File: src/rtl/idle_gap_packet_receiver_top_assert.svh
// assertion macros for the packet receiver rtl
// expects clk and rst_n in the scope of the module that uses them
`ifndef IDLE_GAP_PACKET_RECEIVER_TOP_ASSERT_SVH
`define IDLE_GAP_PACKET_RECEIVER_TOP_ASSERT_SVH

// same-cycle implication, checked outside reset
`define IGPR_ASSERT_NOW(label, ante, cons, msg) \
    label: assert property (@(posedge clk) disable iff (!rst_n) (ante) |-> (cons)) \
        else $error(msg);

// next-cycle implication, checked outside reset
`define IGPR_ASSERT_NEXT(label, ante, cons, msg) \
    label: assert property (@(posedge clk) disable iff (!rst_n) (ante) |=> (cons)) \
        else $error(msg);

`endif

File: src/rtl/igpr_pkg.sv
// shared types and constants for the idle gap packet receiver
// no dependencies
`timescale 1ns / 1ps

package igpr_pkg;

    // packet store geometry
    localparam int STORE_DEPTH = 64;
    localparam int ADDR_W      = $clog2(STORE_DEPTH);
    localparam int CNT_W       = $clog2(STORE_DEPTH + 1);
    localparam int DATA_W      = 8;
    localparam int LEN_W       = 6;

    // tick counters
    localparam int           TICK_W      = 16;
    localparam logic [15:0]  TICK_SAT    = 16'hFFFE;
    localparam logic [15:0]  RD_THR_RST  = 16'd20;
    localparam logic [15:0]  GAP_THR_RST = 16'd100;

    // input word opcodes
    typedef enum logic [1:0] {
        OP_BYTE = 2'd0,
        OP_TICK = 2'd1,
        OP_READ = 2'd2
    } op_t;

    // configuration register indexes
    localparam logic REG_READ_IDLE  = 1'b0;
    localparam logic REG_PACKET_GAP = 1'b1;

    // read launch from the ingest logic to the read sequencer
    typedef struct packed {
        logic              valid;
        logic [ADDR_W-1:0] len;
    } rd_start_t;

    // sequencer status back to the ingest logic
    typedef struct packed {
        logic busy;
    } seq_stat_t;

endpackage

File: src/rtl/igpr_byte_ram.sv
// generic simple dual-port ram with registered read data
// no dependencies
`timescale 1ns / 1ps

module igpr_byte_ram #(
    parameter int DEPTH = 64,
    parameter int WIDTH = 8
) (
    input  logic                     clk,
    input  logic                     we,
    input  logic [$clog2(DEPTH)-1:0] waddr,
    input  logic [WIDTH-1:0]         wdata,
    input  logic                     re,
    input  logic [$clog2(DEPTH)-1:0] raddr,
    output logic [WIDTH-1:0]         rdata
);

    logic [WIDTH-1:0] mem [DEPTH];
    logic [WIDTH-1:0] rdata_reg;

    // write port
    always_ff @(posedge clk)
    begin
        if (we)
        begin
            mem[waddr] <= wdata;
        end
    end

    // read port, data held until the next read
    always_ff @(posedge clk)
    begin
        if (re)
        begin
            rdata_reg <= mem[raddr];
        end
    end

    assign rdata = rdata_reg;

endmodule

File: src/rtl/igpr_rd_seq.sv
// read sequencer: streams a packet out of the byte store, one word a cycle while out_ready is high
// depends on igpr_pkg
`timescale 1ns / 1ps

module igpr_rd_seq
    import igpr_pkg::*;
(
    input  logic              clk,
    input  logic              rst_n,
    input  rd_start_t         start,
    input  logic [DATA_W-1:0] ram_q,
    output logic              ram_re,
    output logic [ADDR_W-1:0] ram_raddr,
    output seq_stat_t         stat,
    output logic              out_valid,
    input  logic              out_ready,
    output logic [DATA_W-1:0] data_byte,
    output logic [LEN_W-1:0]  packet_length,
    output logic              has_data,
    output logic              is_last
);

    logic              active_reg, active_next;
    logic [ADDR_W-1:0] idx_reg, idx_next;
    logic [ADDR_W-1:0] len_reg, len_next;
    logic              valid_reg, valid_next;
    logic              has_reg, has_next;
    logic              last_reg, last_next;
    logic              adv;
    logic [ADDR_W-1:0] idx_inc;

    // issue a store read whenever the output register is free next cycle
    assign adv     = active_reg && (!valid_reg || out_ready);
    assign idx_inc = idx_reg + 1'b1;

    always_comb
    begin
        active_next = active_reg;
        idx_next    = idx_reg;
        len_next    = len_reg;
        valid_next  = valid_reg;
        has_next    = has_reg;
        last_next   = last_reg;
        if (start.valid)
        begin
            // a read with nothing to return gives a single empty word
            if (start.len == '0)
            begin
                valid_next = 1'b1;
                has_next   = 1'b0;
                last_next  = 1'b1;
            end
            else
            begin
                active_next = 1'b1;
                idx_next    = '0;
                len_next    = start.len;
            end
        end
        else if (adv)
        begin
            idx_next    = idx_inc;
            active_next = (idx_inc != len_reg);
            valid_next  = 1'b1;
            has_next    = 1'b1;
            last_next   = (idx_inc == len_reg);
        end
        else if (out_ready)
        begin
            valid_next = 1'b0;
        end
    end

    // control registers
    always_ff @(posedge clk or negedge rst_n)
    begin
        if (!rst_n)
        begin
            active_reg <= 1'b0;
            valid_reg  <= 1'b0;
        end
        else
        begin
            active_reg <= active_next;
            valid_reg  <= valid_next;
        end
    end

    // payload registers
    always_ff @(posedge clk)
    begin
        idx_reg  <= idx_next;
        len_reg  <= len_next;
        has_reg  <= has_next;
        last_reg <= last_next;
    end

    assign ram_re        = adv;
    assign ram_raddr     = idx_reg;
    assign stat.busy     = active_reg || valid_reg;
    assign out_valid     = valid_reg;
    assign has_data      = has_reg;
    assign is_last       = last_reg;
    assign data_byte     = has_reg ? ram_q : '0;
    assign packet_length = has_reg ? LEN_W'(len_reg) : '0;

endmodule

File: src/rtl/idle_gap_packet_receiver_top.sv
// Idle gap packet receiver: collects good serial bytes into a 64-entry byte
// store and frames packets by idle gaps counted in tick words. Byte, tick
// and configuration words are accepted back to back. A read word returning
// N bytes keeps the input closed until its last result is taken: N result
// words, one per cycle while out_ready stays high, paced by the single read
// port of the byte store; an early or empty read gives one empty result
// word. There is no clearing pass after reset.
// depends on igpr_pkg, igpr_byte_ram, igpr_rd_seq and the assertion header
`timescale 1ns / 1ps

`include "idle_gap_packet_receiver_top_assert.svh"

module idle_gap_packet_receiver_top
    import igpr_pkg::*;
(
    input  logic                clk,
    input  logic                rst_n,
    input  logic                in_valid,
    output logic                in_ready,
    input  logic [1:0]          opcode,
    input  logic [DATA_W-1:0]   rx_byte,
    input  logic                rx_error,
    output logic                out_valid,
    input  logic                out_ready,
    output logic [DATA_W-1:0]   data_byte,
    output logic [LEN_W-1:0]    packet_length,
    output logic                has_data,
    output logic                is_last,
    input  logic                cfg_we,
    input  logic                cfg_index,
    input  logic [TICK_W-1:0]   cfg_data
);

    logic [TICK_W-1:0] rd_thr_reg, gap_thr_reg;
    logic [TICK_W-1:0] idle_reg, idle_next;
    logic [TICK_W-1:0] gap_reg, gap_next;
    logic [CNT_W-1:0]  count_reg, count_next;
    logic              full_reg, full_next;
    logic              in_acc;
    logic              restart;
    logic [CNT_W-1:0]  base;
    logic              room;
    logic              read_ok;
    logic [ADDR_W-1:0] rd_len;
    logic              ram_we;
    logic              ram_re;
    logic [ADDR_W-1:0] ram_raddr;
    logic [DATA_W-1:0] ram_q;
    rd_start_t         start;
    seq_stat_t         stat;

    assign in_ready = !stat.busy;
    assign in_acc   = in_valid && in_ready;

    // byte placement and read length
    assign restart = gap_reg > gap_thr_reg;
    assign base    = restart ? '0 : count_reg;
    assign room    = !full_reg && (base < CNT_W'(STORE_DEPTH));
    assign read_ok = idle_reg > rd_thr_reg;
    assign rd_len  = (count_reg >= CNT_W'(STORE_DEPTH - 1)) ? ADDR_W'(STORE_DEPTH - 1)
                                                           : count_reg[ADDR_W-1:0];

    // word decode and state update
    always_comb
    begin
        idle_next   = idle_reg;
        gap_next    = gap_reg;
        count_next  = count_reg;
        full_next   = full_reg;
        ram_we      = 1'b0;
        start.valid = 1'b0;
        start.len   = '0;
        if (in_acc)
        begin
            case (op_t'(opcode))
                OP_BYTE:
                begin
                    if (!rx_error)
                    begin
                        idle_next  = '0;
                        gap_next   = TICK_W'(1);
                        count_next = base;
                        if (room)
                        begin
                            ram_we     = 1'b1;
                            count_next = base + 1'b1;
                        end
                        if (!full_reg && (count_next >= CNT_W'(STORE_DEPTH)))
                        begin
                            full_next = 1'b1;
                        end
                    end
                end
                OP_TICK:
                begin
                    if (idle_reg < TICK_SAT)
                    begin
                        idle_next = idle_reg + 1'b1;
                    end
                    if (gap_reg < TICK_SAT)
                    begin
                        gap_next = gap_reg + 1'b1;
                    end
                end
                OP_READ:
                begin
                    start.valid = 1'b1;
                    if (read_ok)
                    begin
                        start.len  = rd_len;
                        count_next = '0;
                        full_next  = 1'b0;
                    end
                end
                default:
                begin
                end
            endcase
        end
    end

    // state registers
    always_ff @(posedge clk or negedge rst_n)
    begin
        if (!rst_n)
        begin
            idle_reg  <= '0;
            gap_reg   <= '0;
            count_reg <= '0;
            full_reg  <= 1'b0;
        end
        else
        begin
            idle_reg  <= idle_next;
            gap_reg   <= gap_next;
            count_reg <= count_next;
            full_reg  <= full_next;
        end
    end

    // configuration registers
    always_ff @(posedge clk or negedge rst_n)
    begin
        if (!rst_n)
        begin
            rd_thr_reg  <= RD_THR_RST;
            gap_thr_reg <= GAP_THR_RST;
        end
        else if (cfg_we)
        begin
            case (cfg_index)
                REG_READ_IDLE:  rd_thr_reg  <= cfg_data;
                REG_PACKET_GAP: gap_thr_reg <= cfg_data;
                default:
                begin
                end
            endcase
        end
    end

    // byte store
    igpr_byte_ram #(
        .DEPTH (STORE_DEPTH),
        .WIDTH (DATA_W)
    ) u_ram (
        .clk   (clk),
        .we    (ram_we),
        .waddr (base[ADDR_W-1:0]),
        .wdata (rx_byte),
        .re    (ram_re),
        .raddr (ram_raddr),
        .rdata (ram_q)
    );

    // packet readout
    igpr_rd_seq u_seq (
        .clk           (clk),
        .rst_n         (rst_n),
        .start         (start),
        .ram_q         (ram_q),
        .ram_re        (ram_re),
        .ram_raddr     (ram_raddr),
        .stat          (stat),
        .out_valid     (out_valid),
        .out_ready     (out_ready),
        .data_byte     (data_byte),
        .packet_length (packet_length),
        .has_data      (has_data),
        .is_last       (is_last)
    );

    // checks
    `IGPR_ASSERT_NOW(a_count_range, 1'b1, count_reg <= CNT_W'(STORE_DEPTH), "byte count past store depth")
    `IGPR_ASSERT_NOW(a_idle_sat, 1'b1, idle_reg <= TICK_SAT, "idle counter past saturation")
    `IGPR_ASSERT_NEXT(a_good_byte, in_acc && (opcode == OP_BYTE) && !rx_error, (idle_reg == '0) && (gap_reg == TICK_W'(1)), "good byte did not reset counters")
    `IGPR_ASSERT_NEXT(a_read_empties, in_acc && (opcode == OP_READ) && read_ok, (count_reg == '0) && !full_reg, "accepted read left store occupied")
    `IGPR_ASSERT_NOW(a_len_nonzero, out_valid && has_data, packet_length != '0, "data word with zero packet length")

endmodule

File: config.mk
export PLATFORM = sky130hd
export DESIGN_NAME = idle_gap_packet_receiver_top
export DESIGN_NICKNAME = d
export VERILOG_FILES = /design/src/rtl/igpr_pkg.sv /design/src/rtl/igpr_byte_ram.sv /design/src/rtl/igpr_rd_seq.sv /design/src/rtl/idle_gap_packet_receiver_top.sv
export VERILOG_INCLUDE_DIRS = /design/src /design/src/rtl
export SDC_FILE = /design/constraint.sdc
export NUM_CORES = 1
export LEC_CHECK = 0
export BUFFER_PORTS_ARGS = -buffer_cell sky130_fd_sc_hd__buf_2
export CORE_UTILIZATION = 35
export CTS_CLUSTER_DIAMETER = 80
export CTS_CLUSTER_SIZE = 25
export DETAILED_ROUTE_END_ITERATION = 10
export PLACE_DENSITY_LB_ADDON = 0.25
export SETUP_SLACK_MARGIN = 0.1
export SLEW_MARGIN = 20
export SYNTH_ARGS = -nofsm -noshare
export SYNTH_HDL_FRONTEND = slang
export SYNTH_SLANG_ARGS = --single-unit
File: constraint.sdc
create_clock -name clk -period 4.7 [get_ports clk]
set_clock_uncertainty 0.2 [all_clocks]
set_input_delay 0.235 -clock clk [delete_from_list [all_inputs] [get_ports clk]]
set_output_delay 0.235 -clock clk [all_outputs]
set_load 0.02 [all_outputs]
==> results of run 1 <==
==> per-layer routing <==
metal  routed length, um  share of wire [%]
met1               26000                 44
met2               28600                 49
met3                2990                5.1
met4                1210                2.1
met5                  24              0.041
==> through the flow <==
| stage | setup slack [ns] | utilization (%) | instances | hold WS [ns] | total power [W] |
|---|---|---|---|---|---|
| 2_1_floorplan | 1.21 | - | 1370 | -0.261 | 0.00648 |
| 6_report | 0.818 | 39.9 | 2439 | 0.0553 | 0.00959 |
| 5_1_grt | 0.642 | 39.9 | 2439 | 0.0716 | 0.00990 |
| 3_5_place_dp | 0.771 | 38.2 | 2362 | 0.265 | 0.00676 |
| 3_3_place_gp | 0.788 | 38.1 | 2361 | 0.250 | 0.00674 |
| 4_1_cts | 0.725 | 39.8 | 2438 | 0.00885 | 0.00966 |
==> layout make-up <==
type | count | area [um^2]
fillers | 6332 | 42400
flip-flops and latches | 608 | 17900
multi-input cells | 647 | 6790
repair buffers | 157 | 1200
well taps | 940 | 1180
clock buffers | 34 | 808
inverters | 41 | 154
clock inverters | 12 | 85.1
==> power breakdown <==
part / total (W) / internal, W / switching [W]
clock network: 0.00292 / 0.00125 / 0.00167
logic: 0.000592 / 0.000214 / 0.000378
registers: 0.00607 / 0.00595 / 0.000124
total: 0.00959 / 0.00741 / 0.00217
==> path summary, 6_finish.rpt <==
kind	start	end	slack, ns	cells past startpoint
min in group asynchronous	rst_n	idle_reg[9]	0.13	2
min	cfg_we	rd_thr_reg[2]	0.06	5
max reg2reg	gap_reg[13]	u_ram.mem[49][2]	0.82	6
max	gap_reg[13]	u_ram.mem[49][2]	0.82	6
max in group asynchronous	rst_n	gap_reg[7]	3.53	2
min reg2reg	gap_thr_reg[1]	gap_thr_reg[1]	0.31	1
==> placed cells by master, fill, tap and decap left out, types with 4 or more instances in the layout <==
cell type	count
o21ai_0	29
o211ai_1	6
a21oi_1	21
nand3_1	19
edfxtp_1	534
mux4_2	160
dlygate4sd3_1	30
nand4_1	19
buf_2	49
nor4_2	11
buf_12	5
nor2_1	95
a22oi_1	16
and4_1	4
nor4_1	12
nor2b_1	6
dfrtp_1	69
dfstp_2	5
buf_4	72
nand2_1	62
and2_1	21
clkbuf_16	32
o21a_1	5
xor2_1	27
ha_1	36
inv_1	41
xnor2_1	7
mux2_2	17
clkinv_4	5
nor3_1	21
==> kinds of logic (layout without fill, tap and decap cells) <==
group | after synthesis | count (layout) | share of synthesized area (%)
compound gates | 98 | 98 | 2.56
xor+xnor | 34 | 34 | 1.18
fa+ha+maj | 36 | 36 | 1.79
buf+inv | 115 | 244 | 1.93
flops | 608 | 608 | 71.2
mux | 179 | 179 | 15.2
simple gates | 300 | 300 | 6.19
==> worst max-delay path, delay by kind of cell, from the launching register on <==
family	cells	cell delay, ns
AND/OR/NAND/NOR	4	2.03
AO/OA/AOI/OAI	1	0.53
adder cells (fa/ha/maj)	1	0.32
flip-flops	1	0.43
==> cell usage after synthesis, types with 15 or more instances <==
cell type / count / area (um^2)
ha_1: 36 / 450
nor3_1: 21 / 105
inv_1: 41 / 154
clkbuf_1: 36 / 135
nor4_1: 17 / 106
nand3_1: 19 / 95.1
nand4_1: 19 / 119
a21oi_1: 21 / 105
nor2_1: 95 / 357
o21ai_0: 29 / 145
a22oi_1: 16 / 120
nand2_1: 62 / 233
and2_1: 21 / 131
buf_2: 15 / 75.1
edfxtp_1: 534 / 16000
dfrtp_1: 69 / 1730
mux4_2: 160 / 3600
xor2_1: 27 / 236
buf_1: 15 / 56.3
mux2_2: 17 / 191
==> metrics, run 1 <==
per-cell routed wire length=between 20 and 25 um; global-route usage over all layers=16.1%; FF+latch count, synth=approximately 610; HP Class=primary input to register; Worst setup EP type=register; Post-Syn Area=~25,000 um^2; Mapped Cells=roughly 1,400; height of the chip=about 270 um; layout cells sized above 1=25.1%; Starting Density=a little over a third; fin crit share=around 83%; core area=about 71,000 um^2; Arrival @ worst endpoint=between 3 and 4 ns; largest net degree at the start of global routing=81; Max clock buf depth=3; vias in the first global route=13,500; CP max FO=9; Max-slew headroom=23.0%; Resize count post-CTS=0; DR iter-0 viols=between 900 and 1,000; Static Leakage=9.26 nW; dpl hpwl=about 37,000 um; slowest stage cell on the critical path=nor2_1; # diodes=0; setup tns final=0 ns; post-route ant nets=0; Final Hold Viols=0; via density per instance=about 5.3; total gr overflow=0; number of H-tree levels=1; postcts setup bufs=0; clk_lat worst skew=0.61 ns; Area Growth Syn to Fin=11.8%; Post-CTS Hold Buffers=30; met2 usage=between 20% and 30%; Max Clk Rate=between 0.2 and 0.3 GHz; CTS tree=built; drt drc=0; port bufs=50; gr busiest metal=met2; crit path kind=register to register; final setup fails=0; Root Driver=clkbuf_16; DP Area=around 27,000 um^2; clk sink count=roughly 610; Pins Over Slew Limit=0; Post-synth EDFFs=534; clk slew on worst S/H paths=~0.10 ns; Die ar.=72,900 um^2; WP data required=approximately 4.7 ns; Slew @ Worst Pin=roughly 1.2 ns; first-pass GRT wire length=slightly below 90,000 um; fraction of registers with async set or reset after synthesis=12.2%; DR pass1 iterations=5; status=complete, no violations; Seq/Total Area, Yosys=a little under three quarters; minimum clock period=a little under 4 ns; Synth Warn #=0; Peak VDD IR=around 0.27 mV; max-cap violations=0; row cnt=between 90 and 100; M1 GR Usage=between 20% and 30%; CTS buffer count=30; initial antenna violation count=4; power density over cell area=roughly 340 nW/um^2; max incr delay on CP=~0.81 ns; Die X=270 um; post-synthesis cell type count=61; RSZ-0062 raised after global routing=no; Final GP Congestion=slightly above 0.8; Setup crit start kind=register; Nets=1,554; max reg flops=512; Avg Inst Size Synth=18.4 um^2; Top reg by flops=u_ram.mem; critical path cell sequence=ha_1 -> nand4_2 -> nor4_1 -> and4_1 -> o2111ai_1 -> nor2_1; num ports=just over 50; final wirelength=between 50,000 and 60,000 um; fin area=28,100 um^2; most common flop cell mapped by yosys=edfxtp_1; Syn Nets=around 1,400; total number of vias=between 10,000 and 15,000; met3 Resource Use GR=under 10%
Power figures use the tool's default switching activity.
==> inputs of run 2 (changes only) <==
Clock period 4.7 ns to 3.3 ns, I/O delays scaled along.
==> metrics, run 2 (synthesized netlist as in run 1, its figures left out) <==
Max clock buf depth=3 (unchanged); num ports=51 (unchanged); Max-slew headroom=26.0% (was 23.0%); height of the chip=270 um (unchanged); per-cell routed wire length=23.6 um (was 24.1 um); Pins Over Slew Limit=0 (unchanged); fill count=6,298 (was 6,332); Peak VDD IR=0.506 mV (was 0.272 mV); CP max FO=23 (was 9); final wirelength=59,600 um (was 58,800 um); Max Clk Rate=0.325 GHz (was 0.258 GHz); HP Class=primary input to register (unchanged); final worst slack=0.224 ns (was 0.818 ns); total number of vias=13,100 (was 12,800); total gr overflow=0 (unchanged); commonest non-fill, non-tap cell in the layout=edfxtp_1 (unchanged); via density per instance=5.17 (was 5.26); most frequent cells in the layout=edfxtp_1, mux4_2, buf_4 (was edfxtp_1, mux4_2, nor2_1); WP data required=3.38 ns (was 4.74 ns); vias in the first global route=13,700 (was 13,500); Die ar.=72,900 um^2 (unchanged); Arrival @ worst endpoint=3.16 ns (was 3.92 ns); power density over cell area=488 nW/um^2 (was 341 nW/um^2); RSZ-0062 raised after global routing=yes (was no); Setup crit start kind=register (unchanged); clk slew on worst S/H paths=0.10 ns (about the same); DR iter-0 viols=1,121 (was 944); Area Growth Syn to Fin=16.9% (was 11.8%); Final GP Congestion=0.859 (was 0.805); DR pass1 iterations=5 (unchanged); max reg flops=512 (unchanged); row cnt=97 (unchanged); Worst setup EP type=register (unchanged); worst slack, placed=-0.0350 ns (was 0.771 ns); max-cap violations=0 (unchanged); fin crit share=93.2% (was 82.6%); Final Hold Viols=0 (unchanged); Nets=1,635 (was 1,554); Top reg by flops=u_ram.mem (unchanged); number of H-tree levels=2 (was 1); CTS buffer count=34 (was 30); final setup fails=0 (unchanged); Slew @ Worst Pin=1.11 ns (was 1.15 ns); global-route usage over all layers=16.5% (was 16.1%); Starting Density=35.7% (unchanged); drt drc=0 (unchanged); core area=70,500 um^2 (unchanged); minimum clock period=3.08 ns (was 3.88 ns); clk sink count=608 (unchanged); Worst Hold Margin=0.0319 ns (was 0.0553 ns); first-pass GRT wire length=89,800 um (was 88,300 um); crit path kind=register to register (unchanged); clk_lat worst skew=0.59 ns (was 0.61 ns); status=complete, no violations (unchanged); Die X=270 um (unchanged); largest net degree at the start of global routing=75 (was 81); Tot Pwr=0.0143 W (was 0.00959 W); Static Leakage=9.81 nW (was 9.26 nW); initial antenna violation count=0 (was 4); layout cells sized above 1=29.8% (was 25.1%); dpl hpwl=39,300 um (was 37,400 um); post-route ant nets=0 (unchanged); port bufs=50 (unchanged); Root Driver=clkbuf_16 (unchanged); CTS tree=built (unchanged)
[run 2: changes by cell type in the layout (fill, tap and decap cells not counted), moves of 5 or more]
cell           change
nor3_1            -13
buf_12             +7
nor4_1             -6
nor2_2             +5
clkinv_8           +5
clkbuf_1           +6
nor4_4            +10
buf_4             +35
dlygate4sd3_1     +24
buf_6             +11
nor3_2            +13
nor2_1             -5
[run 2: layer usage]
layer  vias up  part of all wire (%)  wire length, um  track usage (%)
met5         -                     0                0                0
met4         0                   1.8             1060             3.89
met3        51                   4.0             2370             1.96
met2       261                    49            29000             27.1
met1      6943                    46            27200             23.5
li1       5842                     -                -                -
[run 2: layout make-up]
| class | count | area (um^2) | area share, % |
|---|---|---|---|
| Sequential cell | 608 | 17900 | 60.9 |
| Clock buffer | 43 | 906 | 3.08 |
| Antenna cell | 1 | 2.50 | 0.00852 |
| Timing Repair Buffer | 234 | 1980 | 6.73 |
| Inverter | 41 | 154 | 0.524 |
| Multi-Input combinational cell | 647 | 7070 | 24.1 |
| Clock inverter | 17 | 206 | 0.703 |
| Tap cell | 940 | 1180 | 4.00 |
[run 2: per-stage QoR]
step	std cells	instance area (um^2)	util, %	setup TNS (ns)
5_1_grt	2530	29400	41.7	0
4_1_cts	2528	29100	41.3	0
3_3_place_gp	2414	27400	38.9	0
6_report	2531	29400	41.7	0
2_1_floorplan	1370	25200	-	-7.32
3_5_place_dp	2414	27400	38.9	-0.327
[run 2: final timing paths]
| kind | startpoint | to | slack [ns] | cells after the start |
|---|---|---|---|---|
| setup / recovery | gap_thr_reg[6] | u_ram.mem[10][2] | 0.22 | 12 |
| hold / removal | rx_byte[4] | u_ram.mem[0][4] | 0.03 | 1 |
| setup reg to reg | gap_thr_reg[6] | u_ram.mem[10][2] | 0.22 | 12 |
| hold reg to reg | gap_thr_reg[11] | gap_thr_reg[11] | 0.31 | 1 |
| max in group asynchronous | rst_n | gap_reg[8] | 2.17 | 2 |
| min in group asynchronous | rst_n | u_seq.out_valid | 0.09 | 2 |
[run 2: repair_timing]
| action | in CTS | in global routing |
|---|---|---|
| endpoints found under the hold margin | 201 | 0 |
| hold buffers | 54 | 0 |
| pin swaps | 0 | 4 |
| buffers inserted | 0 | 1 |
| setup endpoints to repair | 132 | 295 |
| resized for setup | 5 | 46 |
| gates cloned | 0 | 1 |
[run 2: report_power, final]
part	total [W]	switching [W]	internal (W)
combinational	0.000957	0.000598	0.000359
sequential	0.00866	0.000187	0.00847
clock	0.00473	0.00259	0.00214
[run 2: critical path: stages (launching register included)]
cell and delay, ns:
dfstp_2 0.53, inv_1 0.05, ha_1 0.30, nand4_1 0.13
nor4_4 0.05, buf_4 0.14, a21boi_2 0.18, nor4_4 0.26
buf_4 0.16, o21ai_2 0.06, buf_12 0.22, nor4_4 0.26
buf_4 0.24
